$ cat src/sv/pds_pkg.sv
package pds_pkg;

    localparam int NUM_SLOTS_DEF = 16;

    localparam logic FUNC_REG  = 1'b0;
    localparam logic FUNC_TICK = 1'b1;

    localparam logic [1:0] KIND_REG  = 2'd0;
    localparam logic [1:0] KIND_FIRE = 2'd1;
    localparam logic [1:0] KIND_IDLE = 2'd2;

    localparam logic ALU_ADD = 1'b0;
    localparam logic ALU_LT  = 1'b1;

    typedef struct packed {
        logic        func;
        logic [62:0] now_ns;
        logic [47:0] period_ns;
    } t_in;

    typedef struct packed {
        logic [1:0]  kind;
        logic [3:0]  slot;
        logic        status;
        logic [63:0] earliest_deadline;
        logic        any_pending;
        logic        last;
    } t_out;

    typedef struct packed {
        logic [47:0] period;
        logic [63:0] deadline;
    } t_entry;

    typedef struct packed {
        logic        op;
        logic [63:0] a;
        logic [63:0] b;
    } t_alu_req;

endpackage

$ cat src/sv/pds_alu.sv
module pds_alu (
    input  pds_pkg::t_alu_req i_req,
    output logic [63:0]       o_res
);
    import pds_pkg::*;

    always_comb begin
        if (i_req.op == ALU_LT) begin
            o_res = {63'b0, (i_req.a < i_req.b)};
        end else begin
            o_res = i_req.a + i_req.b;
        end
    end
endmodule

$ cat config.mk
export PLATFORM = sky130hd
export DESIGN_NAME = pds_alu
export DESIGN_NICKNAME = d
export VERILOG_FILES = /design/src/sv/pds_pkg.sv /design/src/sv/pds_alu.sv
export SDC_FILE = /design/constraint.sdc
export NUM_CORES = 1
export LEC_CHECK = 0
export ABC_AREA = 1
export BUFFER_PORTS_ARGS = -buffer_cell sky130_fd_sc_hd__buf_4
export CELL_PAD_IN_SITES_DETAIL_PLACEMENT = 1
export CELL_PAD_IN_SITES_GLOBAL_PLACEMENT = 2
export CORE_ASPECT_RATIO = 0.75
export CORE_MARGIN = 2
export CORE_UTILIZATION = 24
export DETAILED_ROUTE_END_ITERATION = 10
export PLACE_DENSITY_LB_ADDON = 0.1
export SYNTH_ARGS = -nofsm -noshare
export SYNTH_HDL_FRONTEND = slang
export SYNTH_SLANG_ARGS = --single-unit
export TNS_END_PERCENT = 100
$ cat constraint.sdc
create_clock -name vclk -period 2.28
set_input_delay 0.342 -clock vclk [all_inputs]
set_output_delay 0.342 -clock vclk [all_outputs]
set_load 0.05 [all_outputs]
==> results.rst <==
.. list-table::
   :header-rows: 1

   * - Metric
     - Value
   * - Post-route DRC
     - 0
   * - Headroom to the max-slew limit
     - 61.9%
   * - Share of cells above drive strength 1
     - 67.4%
   * - Power share of the clock group
     - 0%
   * - Syn_area_per_cell
     - 4.97 um2
   * - Overall routed net length
     - 45700 um
   * - Full die area
     - 33900 um2
   * - DP HPWL
     - 36500 um
   * - Fmax achieved
     - 0.389 GHz
   * - Final sequential cell count
     - 0
   * - Crit path depth
     - 17
   * - Post-route cell area
     - 17700 um2
   * - Dominant delay contributor by cell family on the critical path
     - simple AND/OR/NAND/NOR gates
   * - Switching power share of the total
     - 57.1%
   * - Synth Area in XOR/XNOR
     - 1.46%
   * - Drt via density
     - 4.57
   * - Sum of internal, switching and leakage power
     - 5.40 mW
   * - Net switching component of the power
     - 3.09 mW
   * - Part of the power in combinational logic
     - 100.0%
   * - Sequential power share
     - 0%
   * - Sequential element share of the synthesized area
     - 0%
   * - Area share of the largest cell type after synthesis
     - 24.8%
   * - Critical Path Source Type
     - primary input
   * - Compound-Gate Fraction of Synth Area
     - 12.9%
   * - Synth Cell Area
     - 7790 um2
   * - Main area contributors after synthesis
     - sky130_fd_sc_hd__nand2_1, sky130_fd_sc_hd__ha_1, sky130_fd_sc_hd__inv_1, sky130_fd_sc_hd__nor2_1, sky130_fd_sc_hd__a21oi_1
   * - Number of hold-slack violations in the final timing report
     - 0
   * - Internal portion of total power
     - 2.32 mW
   * - Starting density of the core
     - 24.2%
   * - Crit Path Max Fanout
     - 3
   * - Post-detailed-route count of antenna-violating nets
     - 0
   * - Nets
     - 2388
   * - Measured slew at the worst slew-check pin
     - 0.572 ns
   * - Simple-gate portion of the synthesized area
     - 45.7%
   * - Pin count of the biggest net entering global routing
     - 26
   * - Number of placed I/O pins
     - 193
   * - Synthesized netlist net count
     - 1825
   * - CP Cell Sequence
     - buf_8, ha_4, inv_2, fa_2, nor2_4, nand2_1, nand2_2, nand2_2, nand2_4, nand2_4, nand2_4, nand2_2, nand3_2, xor2_1, buf_4, nor2_4, buf_6
   * - Number of placement rows
     - 57
   * - RSZ-0062 raised after global routing
     - yes
   * - P_leak
     - 8.85 nW
   * - Synth top cells by count
     - sky130_fd_sc_hd__nand2_1, sky130_fd_sc_hd__inv_1, sky130_fd_sc_hd__nor2_1, sky130_fd_sc_hd__ha_1, sky130_fd_sc_hd__a21oi_1
   * - Hold path depth
     - 5
   * - Combined buffer and inverter count along the critical path
     - 4
   * - Shortest period the worst path allows
     - 2.57 ns
   * - Number of antenna violations at the first check in global routing
     - 1
   * - I/O Buffers
     - 193
   * - Kind of critical path
     - primary input to output port
   * - Last weighted congestion value of the routability-driven placer
     - 0.927
   * - Global-route usage over all layers
     - 25.7%
   * - Final number of max-transition violations
     - 0
   * - Average detailed-routed wire length per instance
     - 17.8 um
   * - Number of distinct library cell variants in the gate-level netlist after synthesis
     - 37
   * - Setup slack after layout
     - -0.294 ns
   * - Number of clock buffers in the layout
     - 0
   * - Flip-flop and latch area
     - 0 um2
   * - Router iterations before antenna repair
     - 5
   * - CP required
     - 1.94 ns
   * - P per Cell Area
     - 305 nW/um2
   * - CP max stage cell
     - sky130_fd_sc_hd__fa_2
   * - Result of the run
     - finished, violations left
   * - Number of DRC markers after the initial detailed-route iteration
     - 399
   * - # Max-Cap Violations
     - 0
   * - Inserted Diodes
     - 0
   * - Cell type contributing the most total cell area after synthesis
     - sky130_fd_sc_hd__nand2_1
   * - Synth Area in Adders
     - 20.7%
   * - Delay of the slowest critical-path stage
     - 0.37 ns
   * - Die boundary height
     - 160 um
   * - Synthesized instance count
     - 1568
   * - Portion of netlist area occupied by mux cells
     - 0%
   * - Chip width
     - 212 um
   * - Grt total ovfl
     - 0
   * - Period utilization
     - 113%
   * - Min-Delay Path Class
     - primary input to output port
   * - Post-place instance area
     - 12500 um2
   * - Number of endpoints failing setup at the final stage
     - 59
   * - Critical path endpoint category
     - output port
   * - Highest ir drop seen on vdd
     - 0.181 mV
   * - CORE AREA
     - 32200 um2
   * - Endpoint arrival time on the critical path
     - 2.23 ns
   * - Vias in the first global route
     - 12400
   * - Cell with the most instances after synthesis
     - sky130_fd_sc_hd__nand2_1
   * - Main combinational cell family by area after synthesis
     - simple AND/OR/NAND/NOR gates
   * - Pre-CTS WS
     - -0.651 ns
   * - Wire length of the first global-routing pass
     - 68400 um
   * - Violated checks
     - setup timing
   * - Number of warning messages in the yosys log
     - 0
   * - Layout Area Growth over Synthesis
     - 127%
   * - Via count
     - 11700
## power groups by stage
stage               Combinational [mW]  Clock (mW)  Sequential, mW
finish                            5.40           0               0
detailed placement                3.75           0               0
floorplan                         2.06           0               0
CTS                               4.92           0               0
global route                      5.74           0               0
global placement                  3.71           0               0
## cells in the final DEF, fill, tap and decap left out, types with 4 or more instances in the layout
cell type                  count
sky130_fd_sc_hd__nand3_4      20
sky130_fd_sc_hd__o21ai_1      14
sky130_fd_sc_hd__o21ai_0      23
sky130_fd_sc_hd__nor3_2        8
sky130_fd_sc_hd__a21oi_1      47
sky130_fd_sc_hd__nor2_2       55
sky130_fd_sc_hd__ha_2         12
sky130_fd_sc_hd__ha_1         48
sky130_fd_sc_hd__o21bai_1      5
sky130_fd_sc_hd__o21ai_2       8
sky130_fd_sc_hd__ha_4         67
sky130_fd_sc_hd__nor3_4        4
sky130_fd_sc_hd__buf_12        4
sky130_fd_sc_hd__buf_4       379
sky130_fd_sc_hd__buf_6       140
sky130_fd_sc_hd__nand2_2     184
sky130_fd_sc_hd__nor2_4      126
sky130_fd_sc_hd__inv_4        35
sky130_fd_sc_hd__a21oi_2      54
sky130_fd_sc_hd__nand2_1     255
sky130_fd_sc_hd__nand3_2      28
sky130_fd_sc_hd__inv_2       122
sky130_fd_sc_hd__nand3_1      12
sky130_fd_sc_hd__and2_4        4
sky130_fd_sc_hd__nand4_1      12
sky130_fd_sc_hd__o21ai_4       6
sky130_fd_sc_hd__nand2_8       4
sky130_fd_sc_hd__a21oi_4      23
sky130_fd_sc_hd__buf_8        46
sky130_fd_sc_hd__inv_1       228
sky130_fd_sc_hd__xor2_2        7
sky130_fd_sc_hd__nand2_4      78
sky130_fd_sc_hd__nor2_1       33
## metal layers
metal	up-vias	global-route usage (%)	routed length, um
li1	5846	-	-
met1	5691	38.1	22900
met2	183	41.8	21000
met3	21	1.95	1360
met4	0	2.43	401
met5	-	0	0
## timing repair
item / in CTS / in global routing
hold buffers: 0 / 0
endpoints found under the setup margin: 59 / 61
hold endpoints to repair: 0 / 0
buffers inserted: 58 / 47
pin swaps: 261 / 230
gates resized for setup: 936 / 313
## cell families (layout without fill, tap and decap cells)
kind of cell | count (synthesis) | in the layout
AOI/OAI and AO/OA | 193 | 193
xor gates and xnor gates | 13 | 13
adders and majority gates | 128 | 128
buffers and inverters | 393 | 954
and+or+nand+nor | 841 | 841
## per-stage QoR
stage | setup TNS (ns) | hold WS [ns] | instances | utilization (%)
floorplan | -0.197 | 0.780 | 1568 | -
CTS | -10.15 | 1.30 | 2530 | 50.8
detailed placement | -27.58 | 1.29 | 2479 | 38.9
finish | -11.54 | 1.29 | 2571 | 55.0
global route | -16.44 | 1.32 | 2571 | 55.0
global placement | -26.42 | 1.27 | 2479 | 38.9
## final cells by class
cell class,instances,area (um2)
inverter,385,1530
fill,3994,14500
timing repair buffer,569,5190
multi-input combinational,1175,10400
tap,442,553
## final timing paths
check	slack [ns]	end	start
setup / recovery	-0.29	o_res[32]	i_req[64]
hold / removal	1.29	o_res[1]	i_req[1]
(Power assumes the default switching activity.)
