## config.mk

```make
export PLATFORM = sky130hd
export DESIGN_NAME = pds_mem
export DESIGN_NICKNAME = d
export VERILOG_FILES = /design/src/sv/pds_pkg.sv /design/src/sv/pds_mem.sv
export SDC_FILE = /design/constraint.sdc
export NUM_CORES = 1
export LEC_CHECK = 0
export BUFFER_PORTS_ARGS = -buffer_cell sky130_fd_sc_hd__buf_2
export CAP_MARGIN = 40
export CORE_MARGIN = 5
export CORE_UTILIZATION = 30
export CTS_CLUSTER_DIAMETER = 80
export CTS_CLUSTER_SIZE = 12
export DETAILED_ROUTE_END_ITERATION = 10
export HOLD_SLACK_MARGIN = 0.1
export PLACE_DENSITY_LB_ADDON = 0.25
export SLEW_MARGIN = 20
export SYNTH_ARGS = -nofsm -noshare
export SYNTH_HDL_FRONTEND = slang
export SYNTH_SLANG_ARGS = --single-unit
```

## constraint.sdc

```tcl
create_clock -name i_clk -period 20.2 [get_ports i_clk]
set_input_delay 2.02 -clock i_clk [delete_from_list [all_inputs] [get_ports i_clk]]
set_output_delay 2.02 -clock i_clk [all_outputs]
set_load 0.02 [all_outputs]
```

## src/sv/pds_pkg.sv

```systemverilog
package pds_pkg;

    localparam int NUM_SLOTS_DEF = 16;

    localparam logic FUNC_REG  = 1'b0;
    localparam logic FUNC_TICK = 1'b1;

    localparam logic [1:0] KIND_REG  = 2'd0;
    localparam logic [1:0] KIND_FIRE = 2'd1;
    localparam logic [1:0] KIND_IDLE = 2'd2;

    localparam logic ALU_ADD = 1'b0;
    localparam logic ALU_LT  = 1'b1;

    typedef struct packed {
        logic        func;
        logic [62:0] now_ns;
        logic [47:0] period_ns;
    } t_in;

    typedef struct packed {
        logic [1:0]  kind;
        logic [3:0]  slot;
        logic        status;
        logic [63:0] earliest_deadline;
        logic        any_pending;
        logic        last;
    } t_out;

    typedef struct packed {
        logic [47:0] period;
        logic [63:0] deadline;
    } t_entry;

    typedef struct packed {
        logic        op;
        logic [63:0] a;
        logic [63:0] b;
    } t_alu_req;

endpackage

```

## src/sv/pds_mem.sv

```systemverilog
module pds_mem #(
    parameter int DEPTH = pds_pkg::NUM_SLOTS_DEF,
    parameter int AW    = 4
) (
    input  logic            i_clk,
    input  logic            i_we,
    input  logic [AW-1:0]   i_waddr,
    input  pds_pkg::t_entry i_wdata,
    input  logic [AW-1:0]   i_raddr,
    output pds_pkg::t_entry o_rdata
);
    import pds_pkg::*;

    t_entry r_mem [DEPTH];
    t_entry r_rdata;

    always_ff @(posedge i_clk) begin
        if (i_we) begin
            r_mem[i_waddr] <= i_wdata;
        end
        r_rdata <= r_mem[i_raddr];
    end

    assign o_rdata = r_rdata;
endmodule
```

==> tab_implementation.tex <==
\begin{tabular}{lr}
\hline
Metric & Value \\
\hline
\multicolumn{2}{l}{\textbf{Clock tree}} \\
\quad Depth of the CTS H-tree & 4 \\
\quad Maximum root-to-sink buffer count & 3 \\
\quad Post-CTS Resized & 0 \\
\quad Clock-pin slew of the registers on the worst-case setup and hold paths & 0.06 ns \\
\quad CTS Root Cell & clkbuf\_16 \\
\quad Number of hold-repair buffers added at the cts stage & 0 \\
\quad Setup Buffers After CTS & 0 \\
\quad Number of clock buffers inserted by TritonCTS & 183 \\
\quad Worst-skew pair later-pin latency & 0.82 ns \\
\quad Clock tree from TritonCTS & built \\
\quad Clock Sink Count & 1904 \\
\multicolumn{2}{l}{\textbf{Logic synthesis}} \\
\quad Sequential element share of the synthesized area & 81.0\% \\
\quad Nets in the synthesized netlist & 2986 \\
\quad Synthesized cell area & 69200 um\^{}2 \\
\quad Top-area cell type share of the netlist area & 77.8\% \\
\quad Ranking of synthesized cells by instance count & edfxtp\_1 (1792), mux4\_2 (448), a22oi\_1 (224) \\
\quad Synthesized flop and latch total & 1904 \\
\quad Avg Inst Size Synth & 24.2 um\^{}2 \\
\quad Dominant register cell in the synthesized netlist & edfxtp\_1 \\
\quad Dominant cell type by area after synthesis & edfxtp\_1 \\
\quad Number of synthesis warnings & 0 \\
\quad Share of flip-flops with an asynchronous set or reset after synthesis & 0\% \\
\quad Cell types with the largest area share after synthesis & edfxtp\_1 (78\%), mux4\_2 (15\%), dfxtp\_1 (3.2\%), a22oi\_1 (2.4\%), nand2\_1 (0.61\%) \\
\quad Most common cell in the synthesized netlist & edfxtp\_1 \\
\quad Gate count after technology mapping & 2864 \\
\quad Count of different cell masters after synthesis & 18 \\
\quad Number of synthesized flops with an enable pin & 1792 \\
\multicolumn{2}{l}{\textbf{Route}} \\
\quad Post-route DRC & 0 \\
\quad Wire length per cell after detailed routing & 27.6 um \\
\quad First drt pass iteration count & 6 \\
\quad Final WL & 178000 um \\
\quad Remaining antenna violation count & 0 \\
\quad Via density per instance & 4.89 \\
\quad Detailed Route Iter0 Violations & 2621 \\
\quad Total via count after detailed routing & 31455 \\
\multicolumn{2}{l}{\textbf{Finish}} \\
\quad Area occupied by multi-input gates & 12500 um\^{}2 \\
\quad Reg area & 56100 um\^{}2 \\
\quad Core utilization of the finished layout & 35.0\% \\
\quad Post-layout instance area & 80500 um\^{}2 \\
\quad Synth-to-layout area growth & 16.3\% \\
\quad Net count reported at finish & 3365 \\
\quad Fill cells & 21159 \\
\quad Fraction of layout cells with a size suffix above 1 & 30.2\% \\
\multicolumn{2}{l}{\textbf{Global routing}} \\
\quad Largest net degree at the start of global routing & 113 \\
\quad Via count of the first global-routing pass & 33176 \\
\quad Combined global-route utilization of all metal layers & 14.6\% \\
\quad GRT overflow & 0 \\
\quad Antenna violations before repair & 74 \\
\quad Wire length of the first global-routing pass & 253000 um \\
\multicolumn{2}{l}{\textbf{Worst setup path}} \\
\quad Worst R2R Start & r\_mem[3][6]\$\_DFFE\_PP\_ \\
\quad Number of buffers and inverters on the critical path & 7 \\
\quad R2R Path End & o\_rdata[6]\$\_DFF\_P\_ \\
\quad Delay of the slowest cell on the worst path & 0.71 ns \\
\quad Required time of the critical path & 20.91 ns \\
\quad Cell family with most CP delay & buffers and inverters \\
\quad Crit Path Category & in2reg \\
\quad Data arrival time of the critical path & 6.23 ns \\
\quad Cell at the slowest stage of the critical path & buf\_4 \\
\quad Logic depth of the worst register-to-register path & 3 \\
\quad Levels on crit path & 10 \\
\quad Cell-by-cell listing of the critical path & buf\_8 > buf\_4 > buf\_16 > buf\_4 > buf\_4 > buf\_16 > buf\_4 > mux4\_2 > a22oi\_1 > nand2\_1 \\
\quad Largest fanout of any net on the critical path & 73 \\
\quad Register-to-Register Setup Slack & 18.75 ns \\
\quad Critical Path Most Common Cell & buf\_4 \\
\quad CP Launch Type & input pin \\
\quad Type of element capturing the critical path & flop \\
\multicolumn{2}{l}{\textbf{Floorplan}} \\
\quad Floorplan core area & 230000 um\^{}2 \\
\quad Starting utilization of the core area & 30.1\% \\
\quad Horizontal die dimension & 490 um \\
\quad Die area & 240000 um\^{}2 \\
\quad Y dimension of the die & 490 um \\
\quad Placement row count & 176 \\
\quad Ports placed on the boundary & 234 \\
\multicolumn{2}{l}{\textbf{Timing}} \\
\quad Smallest hold slack & 0.661 ns \\
\quad Summed negative setup slack over all endpoints & 0 ns \\
\quad Setup repair after global routing missed its margin & false \\
\quad Final setup violating endpoints & 0 \\
\quad Clock skew after layout & 0.0655 ns \\
\quad Max-slew headroom & 27.6\% \\
\quad Period utilization & 27.4\% \\
\quad Final-report max-slew violation count & 0 \\
\quad Transition time of the tightest slew-check pin & 1.09 ns \\
\quad Final Critical Period & 5.53 ns \\
\quad Highest attainable clock frequency & 0.181 GHz \\
\quad Final number of hold-violating endpoints & 0 \\
\multicolumn{2}{l}{\textbf{Flow run}} \\
\quad Max-capacitance violation count & 0 \\
\multicolumn{2}{l}{\textbf{Power and ir drop}} \\
\quad VDD IR-drop max & 0.0000706 V \\
\quad Static leakage & 25.3 nW \\
\quad PwrDens & 100 nW/um\^{}2 \\
\quad Total design power & 8.07 mW \\
\multicolumn{2}{l}{\textbf{Placed design}} \\
\quad Placed inst area & 74900 um\^{}2 \\
\quad Last weighted congestion value of the routability-driven placer & 0.673 \\
\quad I/O Buffers & 233 \\
\quad HPWL reported at the end of detailed placement & 94800 um \\
\multicolumn{2}{l}{\textbf{Worst hold path}} \\
\quad Hold Path Stages & 3 \\
\quad Hold Crit Class & reg2reg \\
\quad End of the worst hold path & o\_rdata[9]\$\_DFF\_P\_ \\
\quad Worst hold path startpoint & r\_mem[14][9]\$\_DFFE\_PP\_ \\
\multicolumn{2}{l}{\textbf{Status}} \\
\quad Run status & completed \\
\hline
\end{tabular}
## flip-flops by register name (all words and copies together), names as in the netlist
signal,flops
r_mem,1792
o_rdata,112
## how the worst max path moves through the flow
stage	slack [ns]	to	startpoint
floorplan	9.38	r_mem[0][0]$_DFFE_PP_	i_waddr[2]
detailed placement	13.72	o_rdata[63]$_DFF_P_	i_raddr[1]
global placement	13.30	o_rdata[87]$_DFF_P_	i_raddr[1]
CTS	14.64	o_rdata[58]$_DFF_P_	i_raddr[1]
global route	14.46	o_rdata[88]$_DFF_P_	i_raddr[1]
finish	14.67	o_rdata[63]$_DFF_P_	i_raddr[1]
## through the flow
stage,cells,worst slack (ns)
finish,6428,14.67
global placement,6045,13.30
global route,6416,14.46
CTS,6408,14.64
detailed placement,6080,13.72
floorplan,2864,9.38
## worst min-delay path: stages (launching register included)
cell and delay (ns):
edfxtp_1 0.31, mux4_2 0.22, a22oi_1 0.06, nand2_1 0.06
## area by class of cell
cell class | count | share of cell area, %
Tap cell | 3026 | 4.70
Multi-Input combinational cell | 811 | 15.5
Clock inverter | 27 | 0.490
Clock buffer | 301 | 6.25
Sequential cell | 1904 | 69.7
Antenna cell | 16 | 0.0498
Timing Repair Buffer | 343 | 3.36
## cell usage in the layout, fill, tap and decap left out, drive strengths merged
| cell | count |
|---|---|
| edfxtp | 1792 |
| mux4 | 448 |
| buf | 343 |
| clkbuf | 301 |
| a22oi | 224 |
| nand2 | 113 |
| dfxtp | 112 |
| diode | 16 |
| inv | 15 |
| nor2 | 13 |
| clkinv | 11 |
| nor3 | 4 |
| nor2b | 2 |
| nand3b | 2 |
| nand2b | 2 |
| and2 | 1 |
| nand3 | 1 |
| or3b | 1 |
| bufinv | 1 |
## power by group
| group | internal, mW | switching (mW) |
|---|---|---|
| Clock | 1.73 | 1.47 |
| Combinational | 0.162 | 0.260 |
| Sequential | 4.42 | 0.0367 |
| Total | 6.30 | 1.77 |
## cells by family (layout without fill, tap and decap cells)
family,Yosys count,count (layout),synth area share [%]
compound gates,224,224,2.43
buf+inv,149,671,1.15
flops,1904,1904,81.0
mux,448,448,14.6
other cells,0,16,0
simple gates,139,139,0.800
## routing by layer
metal / vias to the layer above / GRT usage [%] / part of all wire [%]
met4: 32 / 3.53 / 1.9
met1: 17219 / 20.4 / 45
met5: - / 0 / 0.11
met2: 853 / 23.2 / 47
li1: 13068 / - / -
met3: 283 / 3.35 / 5.9
No activity file was read; power rests on OpenSTA's default activity.
